## src/rtl/core/sse_pkg.sv

```systemverilog
// Package with the shared types and codes of the sorted set successor engine.
package sse_pkg;

   // Field widths at the ports.
   localparam int PORT_KEY_W   = 32;
   localparam int ACTION_W     = 2;
   localparam int STATUS_W     = 2;

   // Default sizes of the store.
   localparam int DEF_CAPACITY  = 64;
   localparam int DEF_KEY_WIDTH = 32;

   // Action codes carried by a request transaction.
   typedef enum logic [ACTION_W-1:0] {
      ACT_INSERT = 2'd0,
      ACT_ERASE  = 2'd1,
      ACT_QUERY  = 2'd2
   } action_type;

   // Status codes carried by a response transaction.
   typedef enum logic [STATUS_W-1:0] {
      ST_DONE  = 2'd0,
      ST_FOUND = 2'd1,
      ST_NONE  = 2'd2,
      ST_FULL  = 2'd3
   } status_type;

   // Sequencer states.
   typedef enum logic [1:0] {
      S_IDLE = 2'd0,
      S_CMP  = 2'd1,
      S_UPD  = 2'd2
   } state_type;

   // Control broadcast from the sequencer to every cell of the chain.
   typedef struct packed {
      logic cmp_en;
      logic ins_en;
      logic ers_en;
   } ctl_type;

endpackage

```

## src/rtl/core/sse_cell.sv

```systemverilog
// One cell of the sorted key chain: holds a key and its compare flags.
module sse_cell #(
   parameter int KEY_WIDTH = sse_pkg::DEF_KEY_WIDTH
) (
   input  logic                 clock,
   input  sse_pkg::ctl_type     ctl,
   input  logic [KEY_WIDTH-1:0] search_key,
   input  logic                 occ,
   input  logic [KEY_WIDTH-1:0] left_key,
   input  logic                 left_atpos,
   input  logic [KEY_WIDTH-1:0] right_key,
   output logic [KEY_WIDTH-1:0] key_out,
   output logic                 atpos_out,
   output logic                 eq_out,
   output logic                 hit_out,
   output logic [KEY_WIDTH-1:0] sel_key
);

   logic [KEY_WIDTH-1:0] key_ff;
   logic [KEY_WIDTH-1:0] key_in;
   logic                 geocc_ff;
   logic                 geocc_in;
   logic                 eq_ff;
   logic                 eq_in;
   logic                 hit;

   // Compare flags are captured in the compare cycle.
   always_comb begin
      geocc_in = geocc_ff;
      eq_in    = eq_ff;
      if (ctl.cmp_en) begin
         geocc_in = occ && (key_ff >= search_key);
         eq_in    = occ && (key_ff == search_key);
      end
   end

   // This cell is at or past the insertion point; the first such cell is the hit.
   assign atpos_out = geocc_ff || !occ;
   assign hit       = atpos_out && !left_atpos;

   // Insert shifts keys right from the hit; erase pulls keys left from the hit.
   always_comb begin
      key_in = key_ff;
      if (ctl.ins_en) begin
         if (hit) begin
            key_in = search_key;
         end else if (atpos_out) begin
            key_in = left_key;
         end
      end else if (ctl.ers_en) begin
         if (atpos_out) begin
            key_in = right_key;
         end
      end
   end

   always_ff @(posedge clock) begin
      key_ff   <= key_in;
      geocc_ff <= geocc_in;
      eq_ff    <= eq_in;
   end

   assign key_out = key_ff;
   assign eq_out  = eq_ff;
   assign hit_out = hit && geocc_ff;
   assign sel_key = (hit && geocc_ff) ? key_ff : '0;

endmodule

```

## config.mk

```make
export PLATFORM = sky130hd
export DESIGN_NAME = sse_cell
export DESIGN_NICKNAME = d
export VERILOG_FILES = /design/src/rtl/core/sse_pkg.sv /design/src/rtl/core/sse_cell.sv
export SDC_FILE = /design/constraint.sdc
export NUM_CORES = 1
export LEC_CHECK = 0
export BUFFER_PORTS_ARGS = -buffer_cell sky130_fd_sc_hd__buf_2
export CORE_ASPECT_RATIO = 1.4
export CORE_MARGIN = 2
export CORE_UTILIZATION = 43
export DETAILED_ROUTE_END_ITERATION = 8
export PLACE_DENSITY = 0.84
export SLEW_MARGIN = 20
export SYNTH_ARGS = -nofsm -noshare
export SYNTH_HDL_FRONTEND = slang
export SYNTH_SLANG_ARGS = --single-unit
```

## constraint.sdc

```tcl
create_clock -name clock -period 4.5 [get_ports clock]
set_clock_uncertainty 0.1 [all_clocks]
set_input_delay 0.45 -clock clock [delete_from_list [all_inputs] [get_ports clock]]
set_output_delay 0.45 -clock clock [all_outputs]
set_load 0.02 [all_outputs]
```

==> results.json <==
{
  "cp_slowest_cell": "nor2b_4",
  "worstPathRequired_ps": 3950,
  "final_common_cell": "buf_2",
  "synthCells": 293,
  "grt_pass1_vias": 2745,
  "hold_path_class": "in2reg",
  "critPathMaxFanout": 33,
  "viasPerCell": 5.17,
  "numCtsBuffers": 5,
  "path_clk_slew_ps": 70,
  "io_buffers": 168,
  "p_leak_uw": 0.00198,
  "antenna_found_initial": 0,
  "cts-htree-levels": 2,
  "ir_drop_v": 0.000144,
  "grt_max_degree": 66,
  "drive_above_1_share_pct": 39.7,
  "track_usage_pct": 22.1,
  "ctsLongestPathBuffers": 2,
  "cts_sinks": 34,
  "layout_common_cells": "buf_2 (168), a21oi_1 (43), inv_1 (34), nor2_1 (34), edfxtp_1 (34)",
  "cts_resized": 0,
  "grt_pass1_wl_um": 12500,
  "maxCapViolations": 0,
  "max_stage_delay_ps": 580,
  "post_cts_buffers": 0,
  "routed_wl_um": 7960,
  "setup_viol": 0,
  "power_density_nw_per_um2": 255,
  "synth-edff-count": 34,
  "synth_ff_type": "edfxtp_1",
  "layout.nets": 591,
  "ys_ff_latch": 34,
  "synth_top_area_cell": "edfxtp_1",
  "synth.area.top_cells": "edfxtp_1 (37%), ha_1 (15%), mux2i_1 (12%)",
  "place_ws_ps": 1990,
  "cp-end-kind": "output pin",
  "syn_area_um2": 2760,
  "start_util_pct": 44.4,
  "design_area_um2": 3750,
  "rows": 34,
  "status": "finished, final reports clean",
  "ys_warn_count": 0,
  "tightest_slew_ps": 979,
  "clock.fmax_ghz": 0.447,
  "synth_top_area_share_pct": 37.0,
  "worstPathArrival_ps": 1680,
  "finalPower_uw": 959,
  "setup-tns-final_ps": 0,
  "syn_area_per_cell_um2": 9.41,
  "ant_nets": 0,
  "antennaDiodeCount": 0,
  "areaGrowthSynthToFinish_pct": 36.1,
  "yosysSeqAreaShare_pct": 37.0,
  "dp_hpwl_um": 6130,
  "cts-root-buf": "clkbuf_8",
  "remaining_drc_errors": 0,
  "synth_nets": 427,
  "gp_congestion": 0.826,
  "insertion_delay_ps": 280,
  "dieArea_um2": 7080,
  "rrSetupSlack_ps": 2350,
  "slew_violations": 0,
  "timing.slew.headroom_pct": 34.6,
  "path_cells": "nor2b_4 > and2_1 > buf_2",
  "cp-start-kind": "register",
  "cts_tree": "built",
  "drtIter0Drc": 99,
  "min_period_ps": 2230,
  "setup_ws_ps": 2270,
  "io_pins": 169,
  "vias": 2738,
  "first_pass_iters": 4,
  "hold_violations": 0,
  "die_y_um": 98.8,
  "core_area_um2": 6210,
  "synthArstFlopShare_pct": 0,
  "rsz0062_at_grt": "false",
  "post_dp_cell_area_um2": 3670,
  "cts_hold_buffers": 0,
  "wl_per_cell_um": 15.0,
  "holdWs_ps": 293,
  "die_w_um": 71.7,
  "gr-total-overflow": 0,
  "finalCritPeriodShare_pct": 49.7,
  "crit_type": "reg2out",
  "ys_types": 30
}
[flip-flops by register name, indices dropped and copies added, names as in the netlist]
signal,flops
key_out,32
geocc_ff,1
eq_out,1
[report_power, final]
group          leakage (uW)  switching [uW]  internal, uW
sequential         0.000329            22.4           388
clock             0.0000426             116           107
combinational       0.00160             187           139
[cell families after synthesis]
logic type      count (synthesis)  share of synthesized area (%)
fa+ha+maj                      32                           14.5
flops                          34                           37.0
compound gates                 55                           11.0
mux                            32                           11.6
buf+inv                        47                           7.21
simple gates                   93                           18.6
[per-layer routing]
layer  part of all wire, %  track usage (%)
met5                     0                0
met4                   2.0             8.13
met3                   6.4             3.48
met2                    56             41.0
met1                    36             24.7
[cells in the mapped netlist, drive strengths merged, types with 2 or more instances]
cell and n:
nand3 5, a21o 2, nor2b 3, and2 33, a21boi 3, o21ai 2, nand2 2, a21oi 43
mux2i 32, nand4 5, edfxtp 34, and4 4, clkbuf 10, buf 3, ha 32, inv 34
nor2 36
[critical path: cells and delay by family (launching register included)]
| kind | cells | cell delay (ps) |
|---|---|---|
| buffers and inverters | 1 | 200 |
| flip-flops | 1 | 370 |
| AND/OR/NAND/NOR | 2 | 840 |
[per-stage QoR]
step	cells	util, %
global route	530	60.4
floorplan	293	-
CTS	530	60.4
finish	530	60.4
global placement	521	58.6
detailed placement	522	59.0
[path summary, 6_finish.rpt]
kind / startpoint / end / cells after the start
worst max-delay path: geocc_ff$_DFFE_PP_ / sel_key[25] / 3
worst min-delay path: ctl[2] / eq_out$_DFFE_PP_ / 1
worst max register to register: key_out[17]$_DFFE_PP_ / geocc_ff$_DFFE_PP_ / 6
worst min register to register: key_out[15]$_DFFE_PP_ / geocc_ff$_DFFE_PP_ / 3
[final cells by class]
| cell class | count | area (um2) |
|---|---|---|
| well taps | 72 | 90.1 |
| clock buffers | 6 | 72.6 |
| inverters | 34 | 128 |
| repair buffers | 170 | 876 |
| flip-flops and latches | 34 | 1020 |
| clock inverters | 2 | 8.76 |
| multi-input cells | 212 | 1560 |
| fillers | 528 | 2460 |
No activity file was read; power rests on OpenSTA's default activity.
